**src/hdl/cwsbs_pkg.sv**
```systemverilog
// Package for the code word strobe/busy sender.
// Holds the transfer payload types, phase and kind codes, and register indexes.
// No dependencies.
package cwsbs_pkg;

	typedef enum logic [2:0] {
		PH_IDLE    = 3'd0,
		PH_WAIT_LO = 3'd1,
		PH_SETTLE  = 3'd2,
		PH_WAIT_HI = 3'd3,
		PH_DELAY   = 3'd4
	} phase_t;

	typedef enum logic [1:0] {
		KIND_WORD = 2'd0,
		KIND_BUSY = 2'd1,
		KIND_TICK = 2'd2
	} kind_t;

	localparam logic [1:0] CFG_KEYBOARD_MODE    = 2'd0;
	localparam logic [1:0] CFG_AFTER_WORD_TICKS = 2'd1;

	localparam logic [1:0] END_MORE  = 2'd0;
	localparam logic [1:0] END_LAST  = 2'd1;
	localparam logic [1:0] END_OTHER = 2'd2;

	localparam logic [7:0] SEP_MORE = 8'hf0;
	localparam logic [7:0] SEP_LAST = 8'hff;

	localparam logic [7:0] TICKS_RESET = 8'd7;

	typedef struct packed {
		logic [1:0]  kind;
		logic [31:0] code_word;
		logic [7:0]  separator;
		logic        busy_level;
	} item_t;

	typedef struct packed {
		logic [7:0] port_data;
		logic       strobe_level;
		logic       ready_res;
		logic       word_done;
		logic [1:0] end_status;
		logic       dropped;
	} result_t;

endpackage

```
**src/hdl/code_word_strobe_busy_sender.sv**
```systemverilog
// Path from item transfer to result: input register, then result register.
// One item per cycle unless res_stall holds; each item is a single state update.
// Reset (arst_n low, asynchronous): phase idle, strobe released, data zero,
// keyboard_mode 0, after_word_ticks 7, both pipeline registers empty.
// Top level of the code word strobe/busy sender; depends on cwsbs_pkg.
module code_word_strobe_busy_sender import cwsbs_pkg::*; (
	input  logic       clk,
	input  logic       arst_n,
	input  logic       item_valid,
	output logic       item_stall,
	input  item_t      item,
	output logic       res_valid,
	input  logic       res_stall,
	output result_t    res,
	input  logic       cfg_valid,
	output logic       cfg_ready,
	input  logic [1:0] cfg_index,
	input  logic [7:0] cfg_data
);

	logic        keyboard_mode_q;
	logic [7:0]  after_word_ticks_q;

	phase_t      phase_q, phase_d;
	logic [1:0]  byte_index_q, byte_index_d;
	logic [31:0] word_hold_q, word_hold_d;
	logic [7:0]  delay_count_q, delay_count_d;
	logic [1:0]  end_class_q, end_class_d;
	logic [7:0]  data_out_q, data_out_d;
	logic        strobe_q, strobe_d;

	logic        valid_s1;
	item_t       item_s1;
	logic        advance;
	logic        step;
	result_t     res_d;

	logic [30:0] low_bits;
	logic [31:0] ruled_word;
	logic [7:0]  delay_dec;

	assign cfg_ready  = 1'b1;
	assign advance    = !res_valid || !res_stall;
	assign item_stall = valid_s1 && !advance;
	assign step       = valid_s1 && advance;

	always_ff @(posedge clk or negedge arst_n) begin
		if (!arst_n) begin
			keyboard_mode_q    <= 1'b0;
			after_word_ticks_q <= TICKS_RESET;
		end else if (cfg_valid && cfg_ready) begin
			case (cfg_index)
				CFG_KEYBOARD_MODE:    keyboard_mode_q    <= cfg_data[0];
				CFG_AFTER_WORD_TICKS: after_word_ticks_q <= cfg_data;
				default: ;
			endcase
		end
	end

	always_ff @(posedge clk or negedge arst_n) begin
		if (!arst_n) begin
			valid_s1 <= 1'b0;
		end else if (!item_stall) begin
			valid_s1 <= item_valid;
		end
	end

	always_ff @(posedge clk) begin
		if (!item_stall && item_valid) begin
			item_s1 <= item;
		end
	end

	// fewer than two of the low 31 bits set: zero or a power of two
	assign low_bits   = item_s1.code_word[30:0];
	assign ruled_word = !keyboard_mode_q ? {1'b0, low_bits} :
		{item_s1.code_word[31] | ((low_bits & (low_bits - 31'd1)) == 31'd0), low_bits};
	assign delay_dec  = (delay_count_q != 8'd0) ? delay_count_q - 8'd1 : delay_count_q;

	always_comb begin
		phase_d       = phase_q;
		byte_index_d  = byte_index_q;
		word_hold_d   = word_hold_q;
		delay_count_d = delay_count_q;
		end_class_d   = end_class_q;
		data_out_d    = data_out_q;
		strobe_d      = strobe_q;
		res_d         = '0;
		case (item_s1.kind)
			KIND_WORD: begin
				if (phase_q == PH_IDLE) begin
					word_hold_d  = ruled_word;
					byte_index_d = 2'd0;
					phase_d      = PH_WAIT_LO;
					if (item_s1.separator == SEP_MORE) begin
						end_class_d = END_MORE;
					end else if (item_s1.separator == SEP_LAST) begin
						end_class_d = END_LAST;
					end else begin
						end_class_d = END_OTHER;
					end
				end else begin
					res_d.dropped = 1'b1;
				end
			end
			KIND_BUSY: begin
				case (phase_q)
					PH_WAIT_LO: begin
						if (!item_s1.busy_level) begin
							data_out_d = word_hold_q[{~byte_index_q, 3'b000} +: 8];
							phase_d    = PH_SETTLE;
						end
					end
					PH_SETTLE: begin
						if (!item_s1.busy_level) begin
							strobe_d = 1'b1;
							phase_d  = PH_WAIT_HI;
						end
					end
					PH_WAIT_HI: begin
						if (item_s1.busy_level) begin
							strobe_d = 1'b0;
							if (byte_index_q == 2'd3) begin
								byte_index_d = 2'd0;
								if (keyboard_mode_q && after_word_ticks_q != 8'd0) begin
									delay_count_d = after_word_ticks_q;
									phase_d       = PH_DELAY;
								end else begin
									res_d.word_done = 1'b1;
									phase_d         = PH_IDLE;
								end
							end else begin
								byte_index_d = byte_index_q + 2'd1;
								phase_d      = PH_WAIT_LO;
							end
						end
					end
					default: ;
				endcase
			end
			KIND_TICK: begin
				if (phase_q == PH_DELAY) begin
					delay_count_d = delay_dec;
					if (delay_dec == 8'd0) begin
						res_d.word_done = 1'b1;
						phase_d         = PH_IDLE;
					end
				end
			end
			default: ;
		endcase
		res_d.port_data    = data_out_d;
		res_d.strobe_level = strobe_d;
		res_d.ready_res    = (phase_d == PH_IDLE);
		res_d.end_status   = end_class_d;
	end

	always_ff @(posedge clk or negedge arst_n) begin
		if (!arst_n) begin
			phase_q       <= PH_IDLE;
			byte_index_q  <= 2'd0;
			word_hold_q   <= '0;
			delay_count_q <= '0;
			end_class_q   <= '0;
			data_out_q    <= '0;
			strobe_q      <= 1'b0;
		end else if (step) begin
			phase_q       <= phase_d;
			byte_index_q  <= byte_index_d;
			word_hold_q   <= word_hold_d;
			delay_count_q <= delay_count_d;
			end_class_q   <= end_class_d;
			data_out_q    <= data_out_d;
			strobe_q      <= strobe_d;
		end
	end

	always_ff @(posedge clk or negedge arst_n) begin
		if (!arst_n) begin
			res_valid <= 1'b0;
		end else if (advance) begin
			res_valid <= valid_s1;
		end
	end

	always_ff @(posedge clk) begin
		if (step) begin
			res <= res_d;
		end
	end

	a_strobe_in_wait_hi: assert property (@(posedge clk) disable iff (!arst_n)
		strobe_q |-> phase_q == PH_WAIT_HI)
		else $error("strobe asserted outside busy-high wait");

	a_delay_nonzero: assert property (@(posedge clk) disable iff (!arst_n)
		phase_q == PH_DELAY |-> delay_count_q != 8'd0)
		else $error("delay phase with zero count");

	a_idle_index_zero: assert property (@(posedge clk) disable iff (!arst_n)
		phase_q == PH_IDLE |-> byte_index_q == 2'd0 && !strobe_q)
		else $error("idle with byte index or strobe left over");

	a_done_is_idle: assert property (@(posedge clk) disable iff (!arst_n)
		res_valid && res.word_done |-> res.ready_res && !res.dropped)
		else $error("word done without returning to idle");

	a_drop_not_idle: assert property (@(posedge clk) disable iff (!arst_n)
		res_valid && res.dropped |-> !res.ready_res)
		else $error("code word dropped while idle");

endmodule
```
**config.mk**
```make
export PLATFORM = sky130hd
export DESIGN_NAME = code_word_strobe_busy_sender
export DESIGN_NICKNAME = d
export VERILOG_FILES = /design/src/hdl/cwsbs_pkg.sv /design/src/hdl/code_word_strobe_busy_sender.sv
export SDC_FILE = /design/constraint.sdc
export NUM_CORES = 1
export LEC_CHECK = 0
export BUFFER_PORTS_ARGS = -buffer_cell sky130_fd_sc_hd__buf_4
export CORE_MARGIN = 5
export CORE_UTILIZATION = 50
export DETAILED_ROUTE_END_ITERATION = 8
export GPL_TIMING_DRIVEN = 0
export HOLD_SLACK_MARGIN = 0.02
export PLACE_DENSITY = 0.76
export SYNTH_ARGS = -nofsm -noshare
export SYNTH_HDL_FRONTEND = slang
export SYNTH_SLANG_ARGS = --single-unit
```
**constraint.sdc**
```tcl
create_clock -name clk -period 3 [get_ports clk]
set_clock_uncertainty 0.2 [all_clocks]
set_input_delay 0.6 -clock clk [delete_from_list [all_inputs] [get_ports clk]]
set_output_delay 0.6 -clock clk [all_outputs]
set_load 0.05 [all_outputs]
```
Word-level counts from Yosys, hierarchy flattened
Index checks and enable logic that the tools add are counted.
{ "classes": {"n_addsub": 3, "multipliers": 0, "div": 0, "order_cmp": 0, "eq_ne": 16, "shifts": 1, "muxes": 42, "n_bitwise": 3, "n_reduce_logical": 24} }
{ "ops": {"columns": ["cell", "n"], "rows": [
  ["$mux W8", 9],
  ["$mux W32", 1],
  ["$shiftx A32 B6 Y8", 1],
  ["$and A31 B31 Y31", 1],
  ["$logic_not A31 Y1", 1],
  ["$sub A31 B1 Y31 const B", 1],
  ["$mux W3", 8],
  ["$pmux W3 S3", 2],
  ["$eq A8 B8 Y1 const B", 2],
  ["$mux W2", 8],
  ["$pmux W8 S2", 1],
  ["$reduce_bool A8 Y1", 2],
  ["$ne A2 B2 Y1 const B", 6],
  ["$mux W1", 10],
  ["$logic_not A8 Y1", 1],
  ["$sub A8 B1 Y8 const B", 1],
  ["$reduce_and A7 Y1", 1],
  ["$eq A3 B2 Y1 const B", 2],
  ["$logic_not A3 Y1", 2],
  ["$reduce_and A5 Y1", 1],
  ["$eq A2 B1 Y1 const B", 2],
  ["$eq A2 B2 Y1 const B", 2],
  ["$logic_and A1 B1 Y1", 4],
  ["$logic_not A1 Y1", 4],
  ["12 further kinds", 16]
]} }
{ "word_totals": {"register_bits": 124, "latchBits": 0, "ram_bits": 0, "romBits": 0, "inputBits": 58, "out_inout_bits": 17, "elab_cells": 110, "memories": 0} }

Logic depth before layout (Yosys ltp)
{ "logic_depth": {"word_depth": 8, "mapped_depth": 9, "ltp_nobuf": 8} }

Least setup slack after synthesis
OpenSTA, ideal clock, no wires.
{ "synth_timing": {"path_kind": "register to register", "from": "reg item_s1[11] (netlist bit)", "to": "reg word_hold_q[31]", "setup_time_ps": 76, "t_arrival_ps": 2605, "required_time_ps": 2724, "setup_slack_ps": 119, "path_stages_with_launch": 7, "n_path_buf": 0, "synth_period_minus_slack_ps": 2881, "cell_sequence": "edfxtp_1 > or4_4 > or4b_4 > or4_4 > a2111oi_4 > o211ai_1 > o21ai_1"} }
{ "synth_via": {"elab_chain_cells": 5} }
{ "synth_lines": {"columns": ["element", "line", "text"], "rows": [
  ["start: declaration", "code_word_strobe_busy_sender.sv:33", "item_t item_s1;"],
  ["start signal: assignment", "code_word_strobe_busy_sender.sv:70", "item_s1 <= item;"],
  ["$sub A31 B1 Y31", "code_word_strobe_busy_sender.sv:77", "{item_s1.code_word[31] | ((low_bits & (low_bits - 31'd1)) == 31'd0), low_bits};"],
  ["$and A31 B31 Y31 *", "code_word_strobe_busy_sender.sv:77", null],
  ["$logic_not A31 Y1 *", "code_word_strobe_busy_sender.sv:77", null],
  ["$or A1 B1 Y1 *", "code_word_strobe_busy_sender.sv:77", null],
  ["$mux W32 *", "code_word_strobe_busy_sender.sv:76", "assign ruled_word = !keyboard_mode_q ? {1'b0, low_bits} :"],
  ["end signal: assignment", "code_word_strobe_busy_sender.sv:170", "word_hold_q <= word_hold_d;"],
  ["end: declaration", "code_word_strobe_busy_sender.sv:26", "logic [31:0] word_hold_q, word_hold_d;"]
]} }
Every way passes the cells marked *; elsewhere a longest branch is shown, timed or not.
A chain may end at the register's enable or synchronous reset.

Worst setup path in the final report
{ "layout_timing": {"from": "reg item_s1[13] (netlist bit)", "to": "reg word_hold_q[31]"} }
The elaborated chain is that of the path after synthesis.

==> summary.md <==
| Metric | Value |
|---|---|
| Tcrit/Tclk final | `95.6%` |
| Core Region | `0.0109 mm2` |
| Number of flops mapped to enable cells by yosys | `57` |
| Hold crit path type | `primary input to flop` |
| Worst Setup Slack, final | `0.132 ns` |
| Grt total ovfl | `0` |
| CTS Buf Count | `17` |
| Clock sinks | `124` |
| #FFs+latches synth | `124` |
| Maximum VDD drop | `468 uV` |
| Sw Pwr | `0.00159 W` |
| Final nets | `602` |
| Overall power | `0.00574 W` |
| Critical R2R Launch | `item_s1[13]$_DFFE_PP_` |
| Slew HR | `23.4%` |
| Crit path from | `item_s1[13]$_DFFE_PP_` |
| Die Area | `0.0133 mm2` |
| Final-report setup violation count | `0` |
| CTS tree | `built` |
| Chip width | `116 um` |
| Design Area, Final | `0.00701 mm2` |
| Fmax | `349 MHz` |
| Worst Path Required | `3.25 ns` |
| Pre-CTS setup slack | `-0.0234 ns` |
| Clock slew at reported path FFs | `0.06 ns` |
| WL per Instance | `17.1 um` |
| GPL Wtd Cong | `0.887` |
| Clock power frac | `36.0%` |
| CTS max path bufs | `2` |
| Post-Syn Nets | `500` |
| Gate power share | `20.3%` |
| Yosys warns | `0` |
| FF-to-FF End | `word_hold_q[31]$_DFFE_PN0P_` |
| Largest net degree at the start of global routing | `68` |
| Worst slew pin tran | `1.15 ns` |
| Worst Path Class, Setup | `flop to flop` |
| Synth top area cells | `edfxtp_1, dfrtp_1, mux2_2` |
| Status | `finished, final reports clean` |
| # IOs | `75` |
| P&R area growth vs syn | `25.9%` |
| Area share of the largest cell type after synthesis | `30.8%` |
| GRT Util Overall | `18.7%` |
| Post-Syn Area | `0.00557 mm2` |
| Critical Path Sink | `word_hold_q[31]$_DFFE_PN0P_` |
| First-pass GRT wire length | `19000 um` |
| Tmin final | `2.87 ns` |
| Cells after synthesis | `436` |
| Vias | `3848` |
| Worst Reg2Reg Path Length in Cells | `6` |
| Ys async rst share | `54.0%` |
| Vias in the first global route | `3823` |
| Synth cell types | `57` |
| Clk root buf | `clkbuf_8` |
| Max cap viols | `0` |
| Detailed Place HPWL | `8290 um` |
| Post-route DRC | `0` |
| Share of layout cells above drive strength 1 | `29.9%` |
| Most frequent cells in the layout | `buf_4, dfrtp_1, edfxtp_1` |
| Critical Path Fanout Max | `6` |
| R2R Setup Slk | `0.13 ns` |
| Antenna violations before repair | `0` |
| PwrDens | `819 mW/mm2` |
| Setup crit start kind | `flop` |
| DP Area | `0.00631 mm2` |
| Inserted Diodes | `0` |
| Drt via density | `5.57` |
| Mapped Avg Cell Area | `12.8 um2` |
| Leakage | `2.87 nW` |
| DRT iter0 DRCs | `302` |
| 1st-pass router iterations | `5` |
| Slew Viols, Final | `0` |
| Switch share | `27.7%` |
| Top FF cell, synth | `dfrtp_1` |
| Int Pwr | `0.00415 W` |
| Antenna Nets Post-Route | `0` |
| Die Y-Extent | `116 um` |
| Critical Path Sink Type | `flop` |
| Utilization after layout | `64.4%` |
| Number of port buffers | `73` |
| Largest area contributor in the netlist | `edfxtp_1` |
| # H-tree levels | `4` |
| Worst-Skew Late Latency | `0.52 ns` |
| Post-synthesis sequential area ratio | `60.9%` |
| Routed wire length | `11800 um` |
| CP Data Arrival Time | `3.11 ns` |
| Starting Density | `51.1%` |
| Fin. Hold Viols | `0` |
| Reg power frac | `43.7%` |
| Most common cell after layout, fill and taps aside | `buf_4` |
| # rows | `38` |
| RSZ-0062 raised after global routing | `false` |
[worst max-delay path: stages (launching register included)]
cell,delay [ns]
edfxtp_1,0.43
or4_4,0.54
or4b_4,0.55
or4_4,0.45
a2111oi_4,0.35
o211ai_1,0.13
o21ai_1,0.14
[synth_stat cells, types with 2 or more instances]
cell	instances
dfrtp_1	64
edfxtp_1	57
nand2_1	43
mux2_2	33
nor2_1	27
a21oi_1	18
mux2_1	18
nor3_1	15
inv_1	14
o21ai_1	13
clkbuf_1	12
o21ai_0	10
mux4_2	8
nor4_1	8
ha_1	6
nand3_1	6
nand2b_1	5
o211ai_1	5
or3_1	5
a2111oi_0	4
and2_1	4
nand4_1	4
or4_1	4
a211oi_1	3
a21boi_0	3
a22oi_1	3
dfstp_2	3
mux2i_1	3
nor3b_1	3
o22ai_1	3
buf_1	2
nand3b_1	2
o31ai_1	2
or2_2	2
or4_4	2
[layer usage]
layer	wire, um	vias to the layer above	global-route usage (%)
met5	0	-	0
met4	170	0	6.49
met3	704	16	6.11
met2	5910	118	30.5
met1	5020	1868	23.7
li1	-	1846	-
[cell families after synthesis]
kind of cell    count (synthesis)  synth area share (%)
mux                            62                  14.1
fa+ha+maj                       7                  1.53
compound gates                 75                  8.84
flops                         124                  60.9
buf+inv                        30                  2.09
simple gates                  137                  12.4
other cells                     1                0.0674
[per-stage QoR]
step | instances | hold slack [ns] | setup TNS (ns)
global route | 691 | 0.0200 | 0
CTS | 685 | 0.0264 | 0
detailed placement | 650 | 0.263 | -0.0234
global placement | 649 | 0.254 | -0.00251
floorplan | 436 | 0.104 | 0
finish | 691 | 0.0521 | 0
[state kept, by name, indices dropped and copies added, names as in the netlist]
signal,flops
after_word_ticks_q,8
byte_index_q,2
data_out_q,8
delay_count_q,8
end_class_q,2
item_s1,43
keyboard_mode_q,1
phase_q,3
res,14
res_valid,1
strobe_q,1
valid_s1,1
word_hold_q,32
[repair_timing]
item	CTS	global route
pin swaps	0	4
hold buffers	1	2
endpoints found under the setup margin	1	24
gates resized for setup	0	3
endpoints found under the hold margin	64	2
setup buffers	2	4
[cell type report]
class	count	area, um2
Tap cell	140	175
Multi-Input combinational cell	282	2070
Timing Repair Buffer	83	643
Fill cell	817	3880
Clock inverter	9	133
Inverter	15	56.3
Sequential cell	124	3390
Buffer	15	60.1
Clock buffer	23	478
[power by group through the flow]
stage / registers (W) / clock network (W) / logic (W)
5_1_grt: 0.00256 / 0.00218 / 0.00129
6_report: 0.00251 / 0.00206 / 0.00117
2_1_floorplan: 0.00252 / 0 / 0.000750
4_1_cts: 0.00251 / 0.00210 / 0.00116
3_3_place_gp: 0.00251 / 0 / 0.00108
3_5_place_dp: 0.00253 / 0 / 0.00114
[how the worst min path moves through the flow]
stage	startpoint	endpoint	slack, ns	cells after the start
detailed placement	data_out_q[4]$_DFFE_PN0P_	data_out_q[4]$_DFFE_PN0P_	0.26	2
finish	item[11]	item_s1[11]$_DFFE_PP_	0.05	1
CTS	item[32]	item_s1[32]$_DFFE_PP_	0.03	1
global route	item[29]	item_s1[29]$_DFFE_PP_	0.02	1
global placement	data_out_q[3]$_DFFE_PN0P_	data_out_q[3]$_DFFE_PN0P_	0.25	2
floorplan	arst_n	after_word_ticks_q[3]$_DFFE_PN0P_	0.10	0
(Power assumes the default switching activity.)
